--- config.mk ---
export PLATFORM = sky130hd
export DESIGN_NAME = can_rx_id_mask_filter_table
export DESIGN_NICKNAME = d
export VERILOG_FILES = /design/src/hw/rtl/canflt_pkg.sv /design/src/hw/rtl/can_rx_id_mask_filter_table.sv /design/src/hw/rtl/canflt_ram.sv /design/src/hw/rtl/canflt_regs.sv
export SDC_FILE = /design/constraint.sdc
export NUM_CORES = 1
export LEC_CHECK = 0
export BUFFER_PORTS_ARGS = -buffer_cell sky130_fd_sc_hd__buf_2
export CORE_MARGIN = 8
export CORE_UTILIZATION = 62
export DETAILED_ROUTE_END_ITERATION = 6
export GPL_TIMING_DRIVEN = 0
export PLACE_DENSITY = 0.8
export SYNTH_ARGS = -nofsm -noshare
export SYNTH_HDL_FRONTEND = slang
export SYNTH_SLANG_ARGS = --single-unit
--- constraint.sdc ---
create_clock -name i_clk -period 4.36 [get_ports i_clk]
set_input_delay 0.218 -clock i_clk [delete_from_list [all_inputs] [get_ports i_clk]]
set_output_delay 0.218 -clock i_clk [all_outputs]
set_load 0.03 [all_outputs]
--- src/hw/rtl/canflt_pkg.sv ---
`timescale 1ns / 1ps
// ----------------------------------------------------------------------------
// canflt_pkg
// Shared types and constants for the CAN receive identifier/mask filter table.
// ----------------------------------------------------------------------------
package canflt_pkg;

    localparam int ID_W    = 11;
    localparam int KEY_W   = 12;
    localparam int RTR_POS = 11;
    localparam int EIDX_W  = 5;
    localparam int CFG_W   = 6;
    localparam int DATA_W  = 32;
    localparam int ADDR_W  = 3;

    localparam logic [CFG_W-1:0] ENTRIES_IN_USE_RST = 6'd32;

    localparam logic [0:0] REG_ENTRIES_IN_USE = 1'b0;

    localparam logic CMD_WRITE = 1'b0;
    localparam logic CMD_MATCH = 1'b1;

    localparam logic STATUS_OK      = 1'b0;
    localparam logic STATUS_ILLEGAL = 1'b1;

    typedef logic [KEY_W-1:0] t_key;

    typedef struct packed {
        t_key ident;
        t_key mask;
    } t_entry;

    localparam int ENTRY_W = $bits(t_entry);

endpackage

--- src/hw/rtl/can_rx_id_mask_filter_table.sv ---
`timescale 1ns / 1ps
// ----------------------------------------------------------------------------
// can_rx_id_mask_filter_table
// CAN receive acceptance table: entry writes and first-match frame lookup.
//
//   channel   direction  handshake                 payload
//   request   in         i_in_valid / o_in_ready   command, entry and frame fields
//   result    out        o_out_valid / i_out_ready status, matched, index, batch_end
//   config    in         APB psel/penable/pwrite   entries_in_use
//
// A write request goes from idle straight to done. A match request scans
// the entries in order up to and including the first hit (at most the
// entries in use); the walk reads one RAM entry per cycle.
// Reset is synchronous; per-entry valid bits make unwritten entries read as
// ident 0, mask all ones, no handler. A stalled result holds the walk's end.
// ----------------------------------------------------------------------------
module can_rx_id_mask_filter_table #(
    parameter int ENTRIES = 32
) (
    input  logic                           i_clk,
    input  logic                           i_rst_n,
    input  logic                           i_in_valid,
    output logic                           o_in_ready,
    input  logic                           i_command,
    input  logic [4:0]                     i_entry_index,
    input  logic [10:0]                    i_filter_ident,
    input  logic [10:0]                    i_filter_mask,
    input  logic                           i_filter_rtr,
    input  logic                           i_handler_present,
    input  logic [10:0]                    i_frame_ident,
    input  logic                           i_frame_rtr,
    input  logic                           i_last_of_batch,
    output logic                           o_out_valid,
    input  logic                           i_out_ready,
    output logic                           o_status,
    output logic                           o_matched,
    output logic [4:0]                     o_match_index,
    output logic                           o_batch_end,
    input  logic                           psel,
    input  logic                           penable,
    input  logic                           pwrite,
    input  logic [canflt_pkg::ADDR_W-1:0]  paddr,
    input  logic [canflt_pkg::DATA_W-1:0]  pwdata,
    output logic [canflt_pkg::DATA_W-1:0]  prdata,
    output logic                           pready
);

    import canflt_pkg::*;

    localparam int IW      = (ENTRIES > 1) ? $clog2(ENTRIES) : 1;
    localparam int CW_MIN  = $clog2(ENTRIES + 1);
    localparam int CW      = (CW_MIN > CFG_W) ? CW_MIN : CFG_W;

    typedef enum logic [1:0] {
        ST_IDLE,
        ST_SCAN,
        ST_DONE
    } t_state;

    t_state             r_state;
    logic [ENTRIES-1:0] r_vld;
    logic               r_rd_vld;
    logic [IW-1:0]      r_cmp_idx;
    t_key               r_key;
    logic               r_res_status;
    logic               r_res_matched;
    logic [EIDX_W-1:0]  r_res_index;
    logic               r_res_batch;
    logic               r_out_valid;
    logic               r_out_status;
    logic               r_out_matched;
    logic [EIDX_W-1:0]  r_out_index;
    logic               r_out_batch;

    logic [CFG_W-1:0]   cfg_entries;
    logic [CW-1:0]      cfg_ext;
    logic [CW-1:0]      eff_count;
    logic               accept;
    logic               wr_legal;
    logic               ram_we;
    logic [IW-1:0]      ram_waddr;
    t_entry             ram_wdata;
    logic               ram_re;
    logic [IW-1:0]      ram_raddr;
    t_entry             ram_rdata;
    t_key               cur_ident;
    t_key               cur_mask;
    logic               hit;
    logic               last;
    logic               out_free;
    t_key               n_key;

    canflt_regs u_regs (
        .i_clk            (i_clk),
        .i_rst_n          (i_rst_n),
        .psel             (psel),
        .penable          (penable),
        .pwrite           (pwrite),
        .paddr            (paddr),
        .pwdata           (pwdata),
        .prdata           (prdata),
        .pready           (pready),
        .o_entries_in_use (cfg_entries)
    );

    canflt_ram #(
        .WIDTH (ENTRY_W),
        .DEPTH (ENTRIES)
    ) u_ram (
        .i_clk   (i_clk),
        .i_we    (ram_we),
        .i_waddr (ram_waddr),
        .i_wdata (ram_wdata),
        .i_re    (ram_re),
        .i_raddr (ram_raddr),
        .o_rdata (ram_rdata)
    );

    assign cfg_ext   = CW'(cfg_entries);
    assign eff_count = (cfg_ext > CW'(ENTRIES)) ? CW'(ENTRIES) : cfg_ext;

    assign o_in_ready = (r_state == ST_IDLE);
    assign accept     = i_in_valid && o_in_ready;
    assign wr_legal   = (CW'(i_entry_index) < eff_count) && i_handler_present;

    assign ram_we          = accept && (i_command == CMD_WRITE) && wr_legal;
    assign ram_waddr       = IW'(i_entry_index);
    assign ram_wdata.ident = {i_filter_rtr, i_filter_ident};
    assign ram_wdata.mask  = {1'b1, i_filter_mask};

    assign n_key = {i_frame_rtr, i_frame_ident};

    assign cur_ident = r_rd_vld ? ram_rdata.ident : '0;
    assign cur_mask  = r_rd_vld ? ram_rdata.mask : '1;
    assign hit       = ((r_key ^ cur_ident) & cur_mask) == '0;
    assign last      = (CW'(r_cmp_idx) + CW'(1)) == eff_count;

    always_comb begin
        ram_re    = 1'b0;
        ram_raddr = '0;
        case (r_state)
            ST_IDLE: begin
                ram_re = accept && (i_command == CMD_MATCH) && (eff_count != '0);
            end
            ST_SCAN: begin
                ram_re    = !hit && !last;
                ram_raddr = r_cmp_idx + IW'(1);
            end
            default: begin
                ram_re = 1'b0;
            end
        endcase
    end

    assign out_free = !r_out_valid || i_out_ready;

    always_ff @(posedge i_clk) begin
        if (!i_rst_n) begin
            r_state     <= ST_IDLE;
            r_vld       <= '0;
            r_rd_vld    <= 1'b0;
            r_out_valid <= 1'b0;
        end else begin
            if (ram_we) begin
                r_vld[ram_waddr] <= 1'b1;
            end
            if (ram_re) begin
                r_rd_vld <= r_vld[ram_raddr];
            end
            if ((r_state == ST_DONE) && out_free) begin
                r_out_valid <= 1'b1;
            end else if (r_out_valid && i_out_ready) begin
                r_out_valid <= 1'b0;
            end
            case (r_state)
                ST_IDLE: begin
                    if (accept) begin
                        r_key         <= n_key;
                        r_cmp_idx     <= '0;
                        r_res_matched <= 1'b0;
                        r_res_index   <= '0;
                        if (i_command == CMD_WRITE) begin
                            r_res_status <= wr_legal ? STATUS_OK : STATUS_ILLEGAL;
                            r_res_batch  <= 1'b0;
                            r_state      <= ST_DONE;
                        end else begin
                            r_res_status <= STATUS_OK;
                            r_res_batch  <= i_last_of_batch;
                            r_state      <= (eff_count != '0) ? ST_SCAN : ST_DONE;
                        end
                    end
                end
                ST_SCAN: begin
                    if (hit) begin
                        r_res_matched <= r_rd_vld;
                        r_res_index   <= EIDX_W'(r_cmp_idx);
                        r_state       <= ST_DONE;
                    end else if (last) begin
                        r_state <= ST_DONE;
                    end else begin
                        r_cmp_idx <= r_cmp_idx + IW'(1);
                    end
                end
                ST_DONE: begin
                    if (out_free) begin
                        r_out_status  <= r_res_status;
                        r_out_matched <= r_res_matched;
                        r_out_index   <= r_res_index;
                        r_out_batch   <= r_res_batch;
                        r_state       <= ST_IDLE;
                    end
                end
                default: begin
                    r_state <= ST_IDLE;
                end
            endcase
        end
    end

    assign o_out_valid   = r_out_valid;
    assign o_status      = r_out_status;
    assign o_matched     = r_out_matched;
    assign o_match_index = r_out_index;
    assign o_batch_end   = r_out_batch;

endmodule

--- src/hw/rtl/canflt_ram.sv ---
`timescale 1ns / 1ps
// ----------------------------------------------------------------------------
// canflt_ram
// Generic single-write, single-read synchronous RAM with registered read data.
// ----------------------------------------------------------------------------
module canflt_ram #(
    parameter int WIDTH = 24,
    parameter int DEPTH = 32
) (
    input  logic                                    i_clk,
    input  logic                                    i_we,
    input  logic [(DEPTH > 1 ? $clog2(DEPTH) : 1)-1:0] i_waddr,
    input  logic [WIDTH-1:0]                        i_wdata,
    input  logic                                    i_re,
    input  logic [(DEPTH > 1 ? $clog2(DEPTH) : 1)-1:0] i_raddr,
    output logic [WIDTH-1:0]                        o_rdata
);

    logic [WIDTH-1:0] r_mem [DEPTH];
    logic [WIDTH-1:0] r_rdata;

    always_ff @(posedge i_clk) begin
        if (i_we) begin
            r_mem[i_waddr] <= i_wdata;
        end
        if (i_re) begin
            r_rdata <= r_mem[i_raddr];
        end
    end

    assign o_rdata = r_rdata;

endmodule

--- src/hw/rtl/canflt_regs.sv ---
`timescale 1ns / 1ps
// ----------------------------------------------------------------------------
// canflt_regs
// APB configuration register file: entries_in_use at byte address 0.
// ----------------------------------------------------------------------------
module canflt_regs (
    input  logic                           i_clk,
    input  logic                           i_rst_n,
    input  logic                           psel,
    input  logic                           penable,
    input  logic                           pwrite,
    input  logic [canflt_pkg::ADDR_W-1:0]  paddr,
    input  logic [canflt_pkg::DATA_W-1:0]  pwdata,
    output logic [canflt_pkg::DATA_W-1:0]  prdata,
    output logic                           pready,
    output logic [canflt_pkg::CFG_W-1:0]   o_entries_in_use
);

    import canflt_pkg::*;

    logic [CFG_W-1:0] r_entries_in_use;
    logic             wr_hit;
    logic             reg_sel;

    assign reg_sel = (paddr[ADDR_W-1] == REG_ENTRIES_IN_USE);
    assign wr_hit  = psel && penable && pwrite && reg_sel;

    always_ff @(posedge i_clk) begin
        if (!i_rst_n) begin
            r_entries_in_use <= ENTRIES_IN_USE_RST;
        end else if (wr_hit) begin
            r_entries_in_use <= pwdata[CFG_W-1:0];
        end
    end

    assign prdata           = reg_sel ? DATA_W'(r_entries_in_use) : '0;
    assign pready           = 1'b1;
    assign o_entries_in_use = r_entries_in_use;

endmodule

==> reports/qor.csv <==
stage;metric;value;unit
status;outcome;completed;
cells_and_area;area_delta_synth_final;14.6;%
synthesis;yosys.area_share.simple;8.57;%
power;p_leak;13.1;nW
synthesis;synthAdderAreaFrac;0.186;%
critical_path;worstPathCellList;clkbuf_1 -> nand2b_1 -> ha_1 -> o31a_1 -> o21ai_0 -> nand2b_1 -> a21oi_1 -> o311ai_1 -> clkbuf_1 -> nor3_2 -> buf_4 -> buf_8;
floorplanning;io_pins;128;
synthesis;synth_edf_count;792;
timing;fmax;242;MHz
cells_and_area;nets;2596;
power;p_sw_share;23.4;%
floorplanning;fp-row-count;85;
timing;final-setup-viol-count;0;
power;clkPwrFrac;39.5;%
critical_path;crit_fanout;11;
critical_path;setup.worst_path.start_class;flip-flop;
route;viasPerCell;6.74;
clock_network;htree_levels;3;
synthesis;ys_warn_count;0;
timing;fin_crit_sh;95.0;%
synthesis;async_reset_ff_share;0;%
route;drcViolationCount;0;
cells_and_area;drive_above_1_share;16.4;%
cells_and_area;layout_commonest_cell;edfxtp_1;
critical_path;critPathRequiredTime;4.75;ns
clock_network;cts_tree;yes;
synthesis;synth_seq_cells;834;
clock_network;clk_pin_slew;0.06;ns
global_route;grt-ovfl-total;0;
timing;final-max-slew-violation-count;0;
power;p_per_area;439;nW/um^2
route;ant_nets;0;
floorplanning;coreArea;53800;um^2
synthesis;synth_cell_types;58;
place;portBuffers;72;
timing;setup_ws;0.219;ns
place;place_congestion;0.987;
clock_network;clk_latency;0.65;ns
power;vdd.ir_drop.worst;394;uV
synthesis;synth_mux_area_share;6.29;%
cells_and_area;final_cell_mix;792 x edfxtp_1, 339 x nand2_1, 121 x clkbuf_1;
power;intPower;13.0;mW
global_route;grt.total_usage;29.9;%
power;power_frac_seq;52.4;%
power;p_sw;3.97;mW
clock_network;cts_resized;0;
critical_path;critical_path_class;reg -> reg;
worst_hold_path;worstHoldPathType;in -> reg;
place;dp.cells;3096;
global_route;grt_start_max_net_pins;33;
clock_network;cts_buffers;81;
cells_and_area;fillers;3207;
timing;fin_worst_skew;0.0329;ns
floorplanning;dieArea;62100;um^2
floorplanning;initial_utilization;62.7;%
timing;timing.slew.headroom;7.84;%
critical_path;slowest_delay;1.09;ns
global_route;antenna_found_initial;6;
job;cap_violations;0;
clock_network;cts_sinks;834;
synthesis;seq_area_frac_synth;73.0;%
timing;rsz0062_at_grt;false;
critical_path;slowest_stage;o311ai_1;
place;post-place-ws;0.354;ns
floorplanning;chipHeight;249;um
synthesis;synth_xor_area_share;0.256;%
route;vias;22000;
synthesis;syn_area;33700;um^2
critical_path;arrival;4.53;ns
power;comb_power_share;8.1;%
synthesis;synthesis.instances;2246;
timing;layout_min_cycle_time;4.14;ns
synthesis;synth_top_family_by_area;compound AO/OA/AOI/OAI gates;
clock_network;clock-root-buffer;clkbuf_16;
critical_path;endpoint_kind;flip-flop;
timing;worst_slew_pin_slew;1.36;ns
place;place_hpwl;62500;um
route;wl_per_cell;28.9;um
route;drtIter0Drc;3447;
cells_and_area;stdcell_count;3271;
synthesis;synth-compound-area-share;8.97;%
global_route;grt_pass1_vias;21800;
synthesis;avgSynthCellArea;15.0;um^2
synthesis;ys.flop_type;edfxtp_1;
clock_network;clock_path_buffers;3;
route;first_pass_iters;7;
timing;finalHoldViolCount;0;
route;totalWireLength;94600;um
floorplanning;dieWidth;249;um
global_route;grt_pass1_wl;138000;um
-- metal layers --
metal	GRT usage (%)	routed length, um	up-vias
li1	-	-	9199
met1	39.2	34100	10800
met2	45.5	42600	1679
met3	7.34	11800	328
met4	17.4	6090	4
met5	0	29	-
-- critical path: cells and delay by family, from the launching register on --
kind            cells  cell delay (ns)
compound gates      4             1.36
fa+ha+maj           1             0.28
buf+inv             4             1.40
flops               1             0.36
simple gates        3             0.48
-- cells in the mapped netlist, drive strengths merged (3+ instances only) --
cell      n  share of area [%]
clkbuf  100                1.1
ha        5               0.19
and3      3              0.056
o21ai     7               0.10
o211ai   46                1.0
inv      11               0.12
nand3b   11               0.24
mux2     48                1.6
a211oi  118                2.6
a21o     23               0.51
nor3b     3              0.067
o22ai     6               0.11
dfxtp    42                2.5
mux2i   104                3.1
o21a      3              0.067
buf      78                1.4
nand3    53               0.80
a311oi   93                2.4
and2     97                1.8
xnor2     6               0.18
nor3     58               0.86
nor2     25               0.30
nor2b    16               0.30
nand2   339                3.8
mux4     24                1.6
a21oi    42               0.62
edfxtp  792                 71
nand2b    9               0.17
xor2      3              0.078
a31oi    25               0.46
o31ai    32               0.71
-- power by group through the flow --
stage	combinational (mW)	clock, mW	sequential [mW]
after floorplan	0.696	0	9.04
after global placement	1.24	0	9.05
after detailed placement	1.29	0	9.05
after CTS	1.32	6.72	8.88
after global routing	1.41	7.03	8.88
final	1.37	6.70	8.88
-- registers in the layout, indices dropped and copies added (netlist names), 2 cells and up --
name and cells:
u_regs.o_entries_in_use 6, r_res_index 5, u_ram.r_mem 736, r_vld 32
r_key 12, u_ram.o_rdata 23, o_match_index 5, r_cmp_idx 5
r_state 2
-- layout make-up --
type	instances	area, um^2	share of cell area [%]
antenna	3	7.51	0.0194
timing repair buffer	152	1270	3.30
clock inverter	42	313	0.809
inverter	12	46.3	0.120
tap	696	871	2.25
sequential	834	24600	63.7
buffer	178	860	2.22
clock buffer	107	2210	5.71
multi-input combinational	1247	8450	21.9
-- metrics by stage --
| step | utilization (%) | total power [mW] | hold WS (ns) | setup TNS [ns] | area, um^2 |
|---|---|---|---|---|---|
| after floorplan | - | 9.74 | 0.317 | 0 | 33800 |
| after global placement | 65.1 | 10.3 | 0.399 | -774.46 | 35000 |
| after detailed placement | 66.7 | 10.3 | 0.402 | 0 | 35900 |
| after CTS | 71.8 | 16.9 | 0.123 | 0 | 38600 |
| after global routing | 71.8 | 17.3 | 0.153 | 0 | 38600 |
| final | 71.8 | 17.0 | 0.153 | 0 | 38700 |
-- path summary, 6_finish.rpt --
kind	start	end	slack, ns	cells after the start
worst max-delay path	u_regs.o_entries_in_use[5]	u_ram.r_mem[13][12]	0.22	12
worst min-delay path	i_in_valid	r_state[1]	0.15	4
worst max register to register	u_regs.o_entries_in_use[5]	u_ram.r_mem[13][12]	0.22	12
worst min register to register	r_res_status	o_status	0.42	0
-- cells by family (layout without fill, tap and decap cells) --
kind of cell,count (synthesis),count (layout)
DFF,834,834
and+or+nand+nor,623,623
AOI/OAI and AO/OA,407,407
buffers and inverters,190,491
muxes,176,176
xor gates and xnor gates,9,9
adders and majority gates,5,5
other,2,30
-- repair_timing --
item / in CTS / in global routing
hold buffers: 23 / 0
setup endpoints to repair: 0 / 0
buffers inserted: 0 / 0
endpoints found under the hold margin: 22 / 0
(Power assumes the default switching activity.)
